==> config.mk <==
export PLATFORM = sky130hd
export DESIGN_NAME = flc_cell
export DESIGN_NICKNAME = d
export VERILOG_FILES = /design/src/hdl/flc_pkg.sv /design/src/hdl/flc_cell.sv
export SDC_FILE = /design/constraint.sdc
export NUM_CORES = 1
export LEC_CHECK = 0
export ABC_AREA = 1
export BUFFER_PORTS_ARGS = -buffer_cell sky130_fd_sc_hd__buf_4
export CAP_MARGIN = 15
export CORE_MARGIN = 2
export CORE_UTILIZATION = 58
export DETAILED_ROUTE_END_ITERATION = 8
export MAX_ROUTING_LAYER = met4
export PLACE_DENSITY_LB_ADDON = 0.1
export SLEW_MARGIN = 5
export SYNTH_ARGS = -nofsm -noshare
export SYNTH_HDL_FRONTEND = slang
export SYNTH_SLANG_ARGS = --single-unit
==> constraint.sdc <==
create_clock -name aclk -period 15.1 [get_ports aclk]
set_input_delay 0.755 -clock aclk [delete_from_list [all_inputs] [get_ports aclk]]
set_output_delay 0.755 -clock aclk [all_outputs]
set_load 0.1 [all_outputs]
==> src/hdl/flc_pkg.sv <==
// shared constants and types for the full linear convolution block
package flc_pkg;

    localparam int MAX_TAPS  = 16;
    localparam int DATA_W    = 16;
    localparam int PROD_W    = 2 * DATA_W;
    localparam int TAP_CNT_W = $clog2(MAX_TAPS + 1);
    // product stage plus one psum hop per cell
    localparam int SETTLE    = MAX_TAPS + 1;
    localparam int SETTLE_W  = $clog2(SETTLE + 1);

    localparam logic OP_LOAD   = 1'b0;
    localparam logic OP_SAMPLE = 1'b1;

    typedef struct packed {
        logic shift;
        logic clear;
    } cell_ctrl_t;

endpackage

==> src/hdl/flc_cell.sv <==
// one tap cell: tap register, delay stage, product register and partial sum stage
module flc_cell (
    input  logic                                 aclk,
    input  logic                                 aresetn,
    input  flc_pkg::cell_ctrl_t                  ctrl,
    input  logic                                 tap_we,
    input  logic signed [flc_pkg::DATA_W-1:0]    tap_val,
    input  logic                                 tap_en,
    input  logic signed [flc_pkg::DATA_W-1:0]    delay_in,
    output logic signed [flc_pkg::DATA_W-1:0]    delay_out,
    input  logic        [flc_pkg::DATA_W-1:0]    psum_in,
    output logic        [flc_pkg::DATA_W-1:0]    psum_out
);

    logic signed [flc_pkg::DATA_W-1:0] tap_reg;
    logic signed [flc_pkg::DATA_W-1:0] delay_reg;
    logic        [flc_pkg::DATA_W-1:0] prod_reg;
    logic        [flc_pkg::DATA_W-1:0] prod_next;
    logic        [flc_pkg::DATA_W-1:0] psum_reg;
    logic        [flc_pkg::DATA_W-1:0] psum_next;
    logic signed [flc_pkg::PROD_W-1:0] prod_full;

    always_comb begin
        prod_full = tap_reg * delay_reg;
        // only the low bits matter since the sum wraps
        prod_next = tap_en ? prod_full[flc_pkg::DATA_W-1:0] : '0;
        psum_next = psum_in + prod_reg;
    end

    always_ff @(posedge aclk) begin
        if (!aresetn) begin
            delay_reg <= '0;
        end else if (ctrl.clear) begin
            delay_reg <= '0;
        end else if (ctrl.shift) begin
            delay_reg <= delay_in;
        end
    end

    always_ff @(posedge aclk) begin
        if (tap_we) begin
            tap_reg <= tap_val;
        end
        prod_reg <= prod_next;
        psum_reg <= psum_next;
    end

    assign delay_out = delay_reg;
    assign psum_out  = psum_reg;

endmodule

==> summary.md <==
| Metric | Value |
|---|---|
| Worst clock skew | `~0.012 ns` |
| Status | `complete, no violations` |
| WL/cell | `13.7 um` |
| Clock network power share | `29.4%` |
| Reg-to-reg endpoint | `prod_reg[15]` |
| Power Density | `just under 90 nW/um^2` |
| Depth of the CTS H-tree | `3` |
| Synth cell types | `37` |
| Max Freq | `roughly 180 MHz` |
| Synth-to-layout area growth | `13.9%` |
| Setup TNS | `0 ns` |
| Iteration-0 DRC Markers | `326` |
| Final core occ | `between 60% and 70%` |
| CP Launch Type | `flip-flop` |
| Reg2Reg Depth | `20` |
| Die Area | `13,000 um^2` |
| GRT Resource Usage Total | `27.0%` |
| # diodes | `0` |
| Overflow after GRT | `0` |
| Peak VDD IR | `about 0.000064 V` |
| Largest net degree at the start of global routing | `19` |
| DRT Wirelength | `15.8 mm` |
| Synthesis-stage register bit count | `64` |
| Worst-case clock buffer depth | `2` |
| Syn Std Cell Area | `7030 um^2` |
| Fin. max-slew vios | `0` |
| Vias in the first global route | `5,693` |
| Worst min path class | `flip-flop to flip-flop` |
| Post-route ant nets | `0` |
| Leak Pwr | `4.69 nW` |
| Share of layout cells above drive strength 1 | `11.4%` |
| Fin crit share | `between 30 and 40%` |
| First-pass GRT wire length | `26.4 mm` |
| Port Buffers | `85` |
| RSZ-0062 raised after global routing | `false` |
| Vias per std cell | `roughly 5` |
| Syn_nets | `around 1,100` |
| Number of post-CTS setup repair buffers | `0` |
| Sw Share | `a little over two fifths` |
| Root buffer cell | `clkbuf_16` |
| Flop pwr share | `31.6%` |
| Clock Pin Slew Worst Setup and Hold Paths | `around 0.050 ns` |
| Crit path kind | `flip-flop to flip-flop` |
| Worst reg2reg path startpoint | `delay_out[1]` |
| P_int | `slightly above 0.4 mW` |
| Hold Path Origin | `prod_reg[0]` |
| Final hold violations | `0` |
| Rel. slew slack | `47.9%` |
| CP Launch Point | `delay_out[1]` |
| CTS tree | `done` |
| Final setup vio count | `0` |
| Worst setup EP type | `flip-flop` |
| Max Fanout on Critical Path | `18` |
| Most common cell after layout, fill and taps aside | `nand2_1` |
| Routability Congestion | `0.884` |
| Worst Setup EP | `prod_reg[15]` |
| Actual slew at the worst max-slew pin | `between 0.7 and 0.8 ns` |
| Clk sinks | `64` |
| WP data required | `15.34 ns` |
| Sequential area share after synthesis | `20.5%` |
| Initial core utilization | `59.1%` |
| CORE AREA | `between 10,000 and 15,000 um^2` |
| Number of remaining DRC errors | `0` |
| Worst EP arrival | `5.70 ns` |
| NumNets Final | `1,211` |
| # IOs | `86` |
| Total number of vias | `5,770` |
| Hpwl dp | `12.6 mm` |
| CTS buffer count | `9` |
| Crit path time final | `5.46 ns` |
| Total number of yosys warnings | `0` |
| Max_cap viols | `0` |
| Sw power | `0.294 mW` |
| Drt pass-1 iters | `5` |
| Leading cell types in the layout, fill and taps excluded | `nand2_1, inv_1, buf_4` |
| R2r setup slk | `9.64 ns` |
| Logic gate share of total power | `39.0%` |
| Width of the die | `114 um` |
| # rows | `40` |
| Synth Instances | `between 900 and 1,000` |
| Initial antenna violation count | `0` |
| # hold bufs at CTS | `0` |
| Synth Area per Inst | `about 7.5 um^2` |
| Post-CTS Resized | `0` |
| Worst-Skew Late Latency | `0.34 ns` |
| Die span in y | `114 um` |
## per-stage QoR
| step | cells | area [um^2] | hold slack (ns) | power, mW | setup WS, ns |
|---|---|---|---|---|---|
| finish | 1152 | 8010 | 0.443 | 0.703 | 9.64 |
| global route | 1152 | 8010 | 0.476 | 0.742 | 9.32 |
| floorplan | 932 | 7030 | 0.420 | 0.432 | 9.16 |
| global placement | 1137 | 7720 | 0.433 | 0.498 | 9.74 |
| CTS | 1152 | 8010 | 0.448 | 0.710 | 9.65 |
| detailed placement | 1137 | 7720 | 0.435 | 0.500 | 9.65 |
## worst max-delay path, stage by stage, from the launching register on
cell	delay (ns)
dfxtp_1	0.79
nand2_1	0.17
fa_1	0.54
fa_1	0.54
inv_1	0.05
fa_1	0.47
fa_1	0.50
fa_1	0.49
inv_1	0.05
fa_1	0.47
inv_1	0.04
ha_1	0.35
nand2_1	0.09
nor3_1	0.20
nand3_1	0.11
nand3_1	0.13
nand2_1	0.06
nand2_1	0.06
a21oi_1	0.08
a21oi_1	0.12
nor2_1	0.05
## worst min-delay path by stage
| stage | endpoint | slack, ns | cells after the start |
|---|---|---|---|
| after floorplan | psum_out[0] | 0.42 | 1 |
| after global placement | psum_out[0] | 0.43 | 1 |
| after detailed placement | psum_out[0] | 0.43 | 1 |
| after CTS | psum_out[0] | 0.45 | 1 |
| after global routing | psum_out[0] | 0.48 | 1 |
| final | psum_out[0] | 0.44 | 1 |
## synth_stat cells, drive strengths merged
| cell type | number | area share [%] |
|---|---|---|
| nand2 | 272 | 15 |
| inv | 247 | 13 |
| fa | 80 | 23 |
| ha | 76 | 14 |
| a21oi | 53 | 3.8 |
| dfxtp | 48 | 14 |
| nand3 | 31 | 2.3 |
| nor2 | 21 | 1.2 |
| o21ai | 21 | 1.5 |
| clkbuf | 19 | 1.2 |
| edfxtp | 16 | 6.8 |
| xor2 | 12 | 1.5 |
| buf | 8 | 0.78 |
| xnor2 | 6 | 0.75 |
| nand4 | 4 | 0.36 |
| nor3 | 4 | 0.28 |
| nand3b | 3 | 0.32 |
| o2111ai | 2 | 0.25 |
| o31ai | 2 | 0.21 |
| a211oi | 1 | 0.11 |
| a21boi | 1 | 0.11 |
| a21o | 1 | 0.11 |
| clkinv | 1 | 0.053 |
| o211ai | 1 | 0.11 |
| o21a | 1 | 0.11 |
| o21bai | 1 | 0.11 |
## cells by family (layout without fill, tap and decap cells)
family | after synthesis | count (layout) | share of synthesized area (%)
DFF | 64 | 64 | 20.5
AOI/OAI and AO/OA | 84 | 84 | 6.42
buffers and inverters | 275 | 348 | 15.2
xor gates and xnor gates | 18 | 18 | 2.24
adders and majority gates | 156 | 156 | 36.3
and+or+nand+nor | 335 | 335 | 19.4
## final cells by class
cell class,instances,area [um^2]
clock buffers,14,287
clock inverters,1,6.26
fillers,1062,3900
inverters,248,931
multi-input cells,593,4520
flip-flops and latches,64,1440
well taps,147,184
repair buffers,85,638
## metal layers
layer	GRT usage, %	part of all wire (%)	vias to the layer above
met5	-	0	-
met1	32.9	42	2640
met3	4.13	6.4	28
met4	9.67	2.8	0
met2	45.8	49	197
li1	-	-	2905
## power groups by stage
stage	combinational, mW	clock (mW)	sequential [mW]
3_3_place_gp	0.273	0	0.225
5_1_grt	0.301	0.217	0.224
4_1_cts	0.276	0.212	0.222
3_5_place_dp	0.274	0	0.226
6_report	0.274	0.207	0.222
2_1_floorplan	0.116	0	0.316
Power figures use the tool's default switching activity.
